===== src/design/ghalloc_pkg.sv =====
`timescale 1ns / 1ps
`default_nettype none
package ghalloc_pkg;

	// Sizes fixed by the field definitions
	localparam int MIN_FREE_WIDTH = 11;
	localparam int EVENT_WIDTH    = 4;
	localparam int OP_WIDTH       = 2;
	localparam int STATUS_WIDTH   = 2;

	// Defaults for the top-level parameters
	localparam int INDEX_WIDTH_DEFAULT      = 10;
	localparam int GENERATION_WIDTH_DEFAULT = 8;

	localparam logic [MIN_FREE_WIDTH-1:0] MIN_FREE_RESET = MIN_FREE_WIDTH'(32);

	// Command queue between front and back
	localparam int CMDQ_DEPTH = 2;

	// Request opcodes
	localparam logic [OP_WIDTH-1:0] OP_ALLOCATE  = 2'd0;
	localparam logic [OP_WIDTH-1:0] OP_DESTROY   = 2'd1;
	localparam logic [OP_WIDTH-1:0] OP_SUBSCRIBE = 2'd2;

	// Result status codes
	localparam logic [STATUS_WIDTH-1:0] ST_OK       = 2'd0;
	localparam logic [STATUS_WIDTH-1:0] ST_EMPTY    = 2'd1;
	localparam logic [STATUS_WIDTH-1:0] ST_UNISSUED = 2'd2;

	// Decoded command class
	typedef enum logic [1:0] {
		K_ALLOC,
		K_DESTROY,
		K_SUBSCRIBE,
		K_NOP
	} kind_t;

endpackage
`default_nettype wire


===== src/design/ghalloc_front.sv =====
`timescale 1ns / 1ps
`default_nettype none
module ghalloc_front #(
	parameter int INDEX_WIDTH = ghalloc_pkg::INDEX_WIDTH_DEFAULT
) (
	input  wire logic                                clk,
	input  wire logic                                arst_n,
	input  wire logic                                in_valid,
	output logic                                     in_ready,
	input  wire logic [ghalloc_pkg::OP_WIDTH-1:0]    operation,
	input  wire logic [INDEX_WIDTH-1:0]              index,
	input  wire logic [ghalloc_pkg::EVENT_WIDTH-1:0] event_mask,
	output logic                                     cmd_valid,
	input  wire logic                                cmd_ready,
	output ghalloc_pkg::kind_t                       cmd_kind,
	output logic      [INDEX_WIDTH-1:0]              cmd_index,
	output logic      [ghalloc_pkg::EVENT_WIDTH-1:0] cmd_mask
);
	import ghalloc_pkg::*;

	localparam int QAW = $clog2(CMDQ_DEPTH);

	kind_t                  kind;
	kind_t                  kind_q  [CMDQ_DEPTH];
	logic [INDEX_WIDTH-1:0] index_q [CMDQ_DEPTH];
	logic [EVENT_WIDTH-1:0] mask_q  [CMDQ_DEPTH];
	logic [QAW-1:0]         wr_ptr_q;
	logic [QAW-1:0]         rd_ptr_q;
	logic [QAW:0]           count_q;
	logic                   push;
	logic                   pop;

	// classify the opcode; unused code becomes a no-op
	always_comb begin
		case (operation)
			OP_ALLOCATE:  kind = K_ALLOC;
			OP_DESTROY:   kind = K_DESTROY;
			OP_SUBSCRIBE: kind = K_SUBSCRIBE;
			default:      kind = K_NOP;
		endcase
	end

	assign in_ready  = count_q != (QAW+1)'(CMDQ_DEPTH);
	assign cmd_valid = count_q != '0;
	assign push      = in_valid && in_ready;
	assign pop       = cmd_valid && cmd_ready;

	assign cmd_kind  = kind_q[rd_ptr_q];
	assign cmd_index = index_q[rd_ptr_q];
	assign cmd_mask  = mask_q[rd_ptr_q];

	always_ff @(posedge clk or negedge arst_n) begin
		if (!arst_n) begin
			wr_ptr_q <= '0;
			rd_ptr_q <= '0;
			count_q  <= '0;
		end else begin
			if (push) begin
				wr_ptr_q <= wr_ptr_q + 1'b1;
			end
			if (pop) begin
				rd_ptr_q <= rd_ptr_q + 1'b1;
			end
			case ({push, pop})
				2'b10:   count_q <= count_q + 1'b1;
				2'b01:   count_q <= count_q - 1'b1;
				default: count_q <= count_q;
			endcase
		end
	end

	always_ff @(posedge clk) begin
		if (push) begin
			kind_q[wr_ptr_q]  <= kind;
			index_q[wr_ptr_q] <= index;
			mask_q[wr_ptr_q]  <= event_mask;
		end
	end

endmodule
`default_nettype wire


===== config.mk =====
export PLATFORM = sky130hd
export DESIGN_NAME = ghalloc_front
export DESIGN_NICKNAME = d
export VERILOG_FILES = /design/src/design/ghalloc_pkg.sv /design/src/design/ghalloc_front.sv
export SDC_FILE = /design/constraint.sdc
export NUM_CORES = 1
export LEC_CHECK = 0
export ABC_AREA = 0
export BUFFER_PORTS_ARGS = -buffer_cell sky130_fd_sc_hd__buf_4
export CAP_MARGIN = 0
export CORE_ASPECT_RATIO = 1.4
export CORE_MARGIN = 1
export CORE_UTILIZATION = 40
export CTS_BUF_LIST = sky130_fd_sc_hd__clkbuf_4 sky130_fd_sc_hd__clkbuf_8
export DETAILED_ROUTE_END_ITERATION = 12
export PLACE_DENSITY_LB_ADDON = 0.1
export SLEW_MARGIN = 10
export SYNTH_ARGS = -nofsm -noshare
export SYNTH_HDL_FRONTEND = slang
export SYNTH_SLANG_ARGS = --single-unit
export TNS_END_PERCENT = 100

===== constraint.sdc =====
create_clock -name clk -period 5.1 [get_ports clk]
set_input_delay 1.02 -clock clk [delete_from_list [all_inputs] [get_ports clk]]
set_output_delay 1.02 -clock clk [all_outputs]
set_load 0.02 [all_outputs]

==> results summary <==
The final-report hold violation count came out at 0. In this run, CTS created clock tree buffers numbering 5. The leading area contributor after synthesis is sky130_fd_sc_hd__edfxtp_1. The synthesized netlist contains 14 unique library cells. The effective utilization at floorplan is 42.9%. The post-route netlist has between 50% and 60% of its cells at a drive strength greater than 1. The total of max-cap violations is 0. At the pin with the least slew margin, the transition time is 0.780 ns.

Counting flops with a built-in enable in the synthesized netlist gives 32. The clock-pin slew on the worst setup and hold paths is 0.06 ns. The post-CTS setup repair buffer count came out at 0. The global-route wire length before repair is 3330 um.

Clock tree synthesis found a total of 36 sinks. The sequential element share of the synthesized area is approximately 78%. The total of cells resized after clock tree synthesis is 0. The overflow left after global routing is 0. The highest attainable clock frequency is roughly 0.37 GHz. In the finished design, the share of the clock period the worst path needs comes to 52.7%. The via count of the first global-routing pass is between 700 and 800. The final-report max-slew violation count came out at 0. The number of antenna diodes in the final layout is 0. Dividing the detail-routed wire length by the instance count gives 14.0 um. The tightest hold margin came out at around 0.50 ns. The simple-gate area share of the yosys netlist came out at around 2.8%. The largest clock skew in the final design came out at ~0.0066 ns. TritonCTS built the clock tree. In the synthesized netlist, the cells that appear most often are sky130_fd_sc_hd__edfxtp_1, sky130_fd_sc_hd__mux2_2, sky130_fd_sc_hd__dfrtp_1.

The die height is a little over 70 um. Setup total negative slack on the finished layout was measured at 0 ns. Hold repair after CTS inserted 0 buffers. Each instance of the synthesized netlist takes up on average around 20 um^2.

The final setup violation count came out at 0. The complex-gate fraction of the synthesized area came out at 0%. The mean number of vias per cell came out at about 4.6. The synthesized instance count is 69. The xor-xnor portion of the synthesized cell area is under 10%. The HPWL reported at the end of detailed placement came out at between 1000 and 1500 um. Summing all non-filler instances in the final layout gives an area of 1780 um^2. Across the VDD grid, the largest voltage drop is 0.000360 V. The largest net degree at the start of global routing is 18. The power per standard cell area is ~600 nW/um^2. By area, the combinational part of the netlist is dominated by multiplexers.

The startpoint identified for the worst register-to-register timing path is count_q[0]. The flow ran to the end, and the final reports show no timing, DRC or antenna violations. The total leakage power is just under 0.0007 uW. For this run, the total global-route usage over all layers was measured as around 13%. The final routed DRC violation total is 0. The slowest cell on the critical path is sky130_fd_sc_hd__dfrtp_1. The gate family responsible for the most delay along the worst path is flip-flops. The mux share of post-synthesis cell area came out at 13.2%. The filler cell count came out at 270.

The buffers plus inverters on the worst setup path came out at 1. The die covers around 3700 um^2. The fraction of the mapped netlist area in adder cells came out at 0.916%. The clock insertion delay at the later pin of the skew report came out at roughly 0.28 ns. CTS placed an instance of sky130_fd_sc_hd__clkbuf_8 at the clock tree root.

Setup repair after global routing left no endpoint under its margin. The growth of design area from synthesis to finish came out at 30.4%. The proportion of synthesized flip-flops having asynchronous set or reset came out at 11.1%. The net count of the finished layout is around 130. The core region is between 3000 and 4000 um^2. The via count came out at slightly below 700. Once placement finished, the instance area stood at 1670 um^2. The routability-driven placement congestion ratio came out at 0.627. The required arrival time at the worst endpoint came out at 4.08 ns.

The maximum clock insertion buffer count is 2. The H-tree depth is 2. The largest stage delay on the critical path is a little over 0.8 ns. Yosys instantiated no cell more often than sky130_fd_sc_hd__edfxtp_1. Port buffering added 37 buffers. The synthesized netlist occupies a cell area of roughly 1400 um^2.

The most used flip-flop cell after synthesis is sky130_fd_sc_hd__edfxtp_1. The total number of yosys warnings is 0. The net count after synthesis is 90. The placed cell count is 142. The detailed-routing iteration count for the pre-antenna-repair pass came out at 3.

The remaining number of nets flagged by the antenna check after routing is 0. The endpoint arrival time on the critical path came out at between 1.5 and 2 ns. The total wirelength of the detailed-routed design came out at approximately 2100 um.

The worst relative slew slack came out at approximately 48%. The capturing element type of the critical path is an output port. The worst setup path is of the register to output port kind. The cell row count came out at 24. The number of standard cells in the layout, taps in and fillers out is 150.

By area the synthesized netlist is led by sky130_fd_sc_hd__edfxtp_1, sky130_fd_sc_hd__mux2_2, sky130_fd_sc_hd__dfrtp_1. For this block, the initial DRC count from the detailed router was 6. The startpoint identified for the worst hold timing path is count_q[1]. Traced cell by cell, the critical path runs through mux2_2 -> buf_4. The number of antenna violations at the first check in global routing was 0. The worst path needs 2.69 ns of the cycle, external delays included. Measured along the x axis, the die boundary spans 51.4 um. The number of register bits inferred by synthesis is 36.

The tightest min-delay check is of the register to register type. The maximum fanout along the worst path came out at 17. The worst setup path is launched from a register. The top-area cell type share of the netlist area came out at a little over two thirds. In this run the worst setup path begins at rd_ptr_q. The number of I/O pins is 38.
[final timing paths]
path	cells past startpoint	end	slack, ns
max	2	cmd_index[2]	2.41
min	1	count_q[1]	0.50
max reg2reg	4	index_q[0][6]	3.40
min reg2reg	1	count_q[1]	0.50
max in group asynchronous	1	rd_ptr_q	4.47
min in group asynchronous	1	wr_ptr_q	0.53
[sequential cells by signal, indices dropped and copies added (netlist names)]
name      count
count_q       2
wr_ptr_q      1
index_q      20
mask_q        8
kind_q        4
rd_ptr_q      1
[cell usage in the layout, fill, tap and decap left out, drive strengths merged]
cell type	netlist	routed
clkinv	0	1
nor2	2	2
ha	1	1
edfxtp	32	32
and2	1	1
nand2b	1	1
clkbuf	2	6
xor2	2	2
and3	1	1
xnor2	3	3
bufinv	0	1
or2	1	1
mux2	16	16
dfrtp	4	4
nand2	1	1
buf	2	38
[layer usage]
metal | track usage (%) | part of all wire, % | wire, um
met5 | 0 | 0 | 0
met4 | 7.21 | 0.91 | 19
met3 | 5.59 | 5.6 | 117
met2 | 22.1 | 55 | 1150
met1 | 14.1 | 39 | 811
[logic make-up (layout without fill, tap and decap cells)]
family	Yosys count	after routing
simple gates	7	7
fa+ha+maj	1	1
flops	36	36
xor+xnor	5	5
buf+inv	4	46
mux	16	16
[cell type report]
| cell class | instances | area, um^2 | share of cell area [%] |
|---|---|---|---|
| repair buffers | 38 | 285 | 16.0 |
| multi-input cells | 29 | 275 | 15.4 |
| flip-flops and latches | 36 | 1060 | 59.6 |
| well taps | 39 | 48.8 | 2.74 |
| clock inverters | 2 | 35.0 | 1.97 |
| clock buffers | 6 | 76.3 | 4.28 |
[per-stage QoR]
stage / utilization, % / power [uW] / setup slack (ns)
global placement: 52.5 / 827 / 2.69
global route: 56.0 / 1120 / 2.33
CTS: 56.0 / 1080 / 2.38
finish: 56.0 / 1060 / 2.41
detailed placement: 52.5 / 834 / 2.69
floorplan: - / 702 / 2.90
[where the power goes]
part           internal (uW)  total (uW)  leakage, uW  switching, uW
logic                    182         363     0.000290            181
registers                408         458     0.000344           50.2
clock network            150         242    0.0000586           92.2
[worst register-to-register path: stages (launching register included)]
cell and delay, ns:
sky130_fd_sc_hd__dfrtp_1 0.41, sky130_fd_sc_hd__nand2b_1 0.17, sky130_fd_sc_hd__nand2_1 0.11, sky130_fd_sc_hd__nor2_1 0.41, sky130_fd_sc_hd__buf_4 0.30
Note: power is estimated with default switching activity, not from simulation.
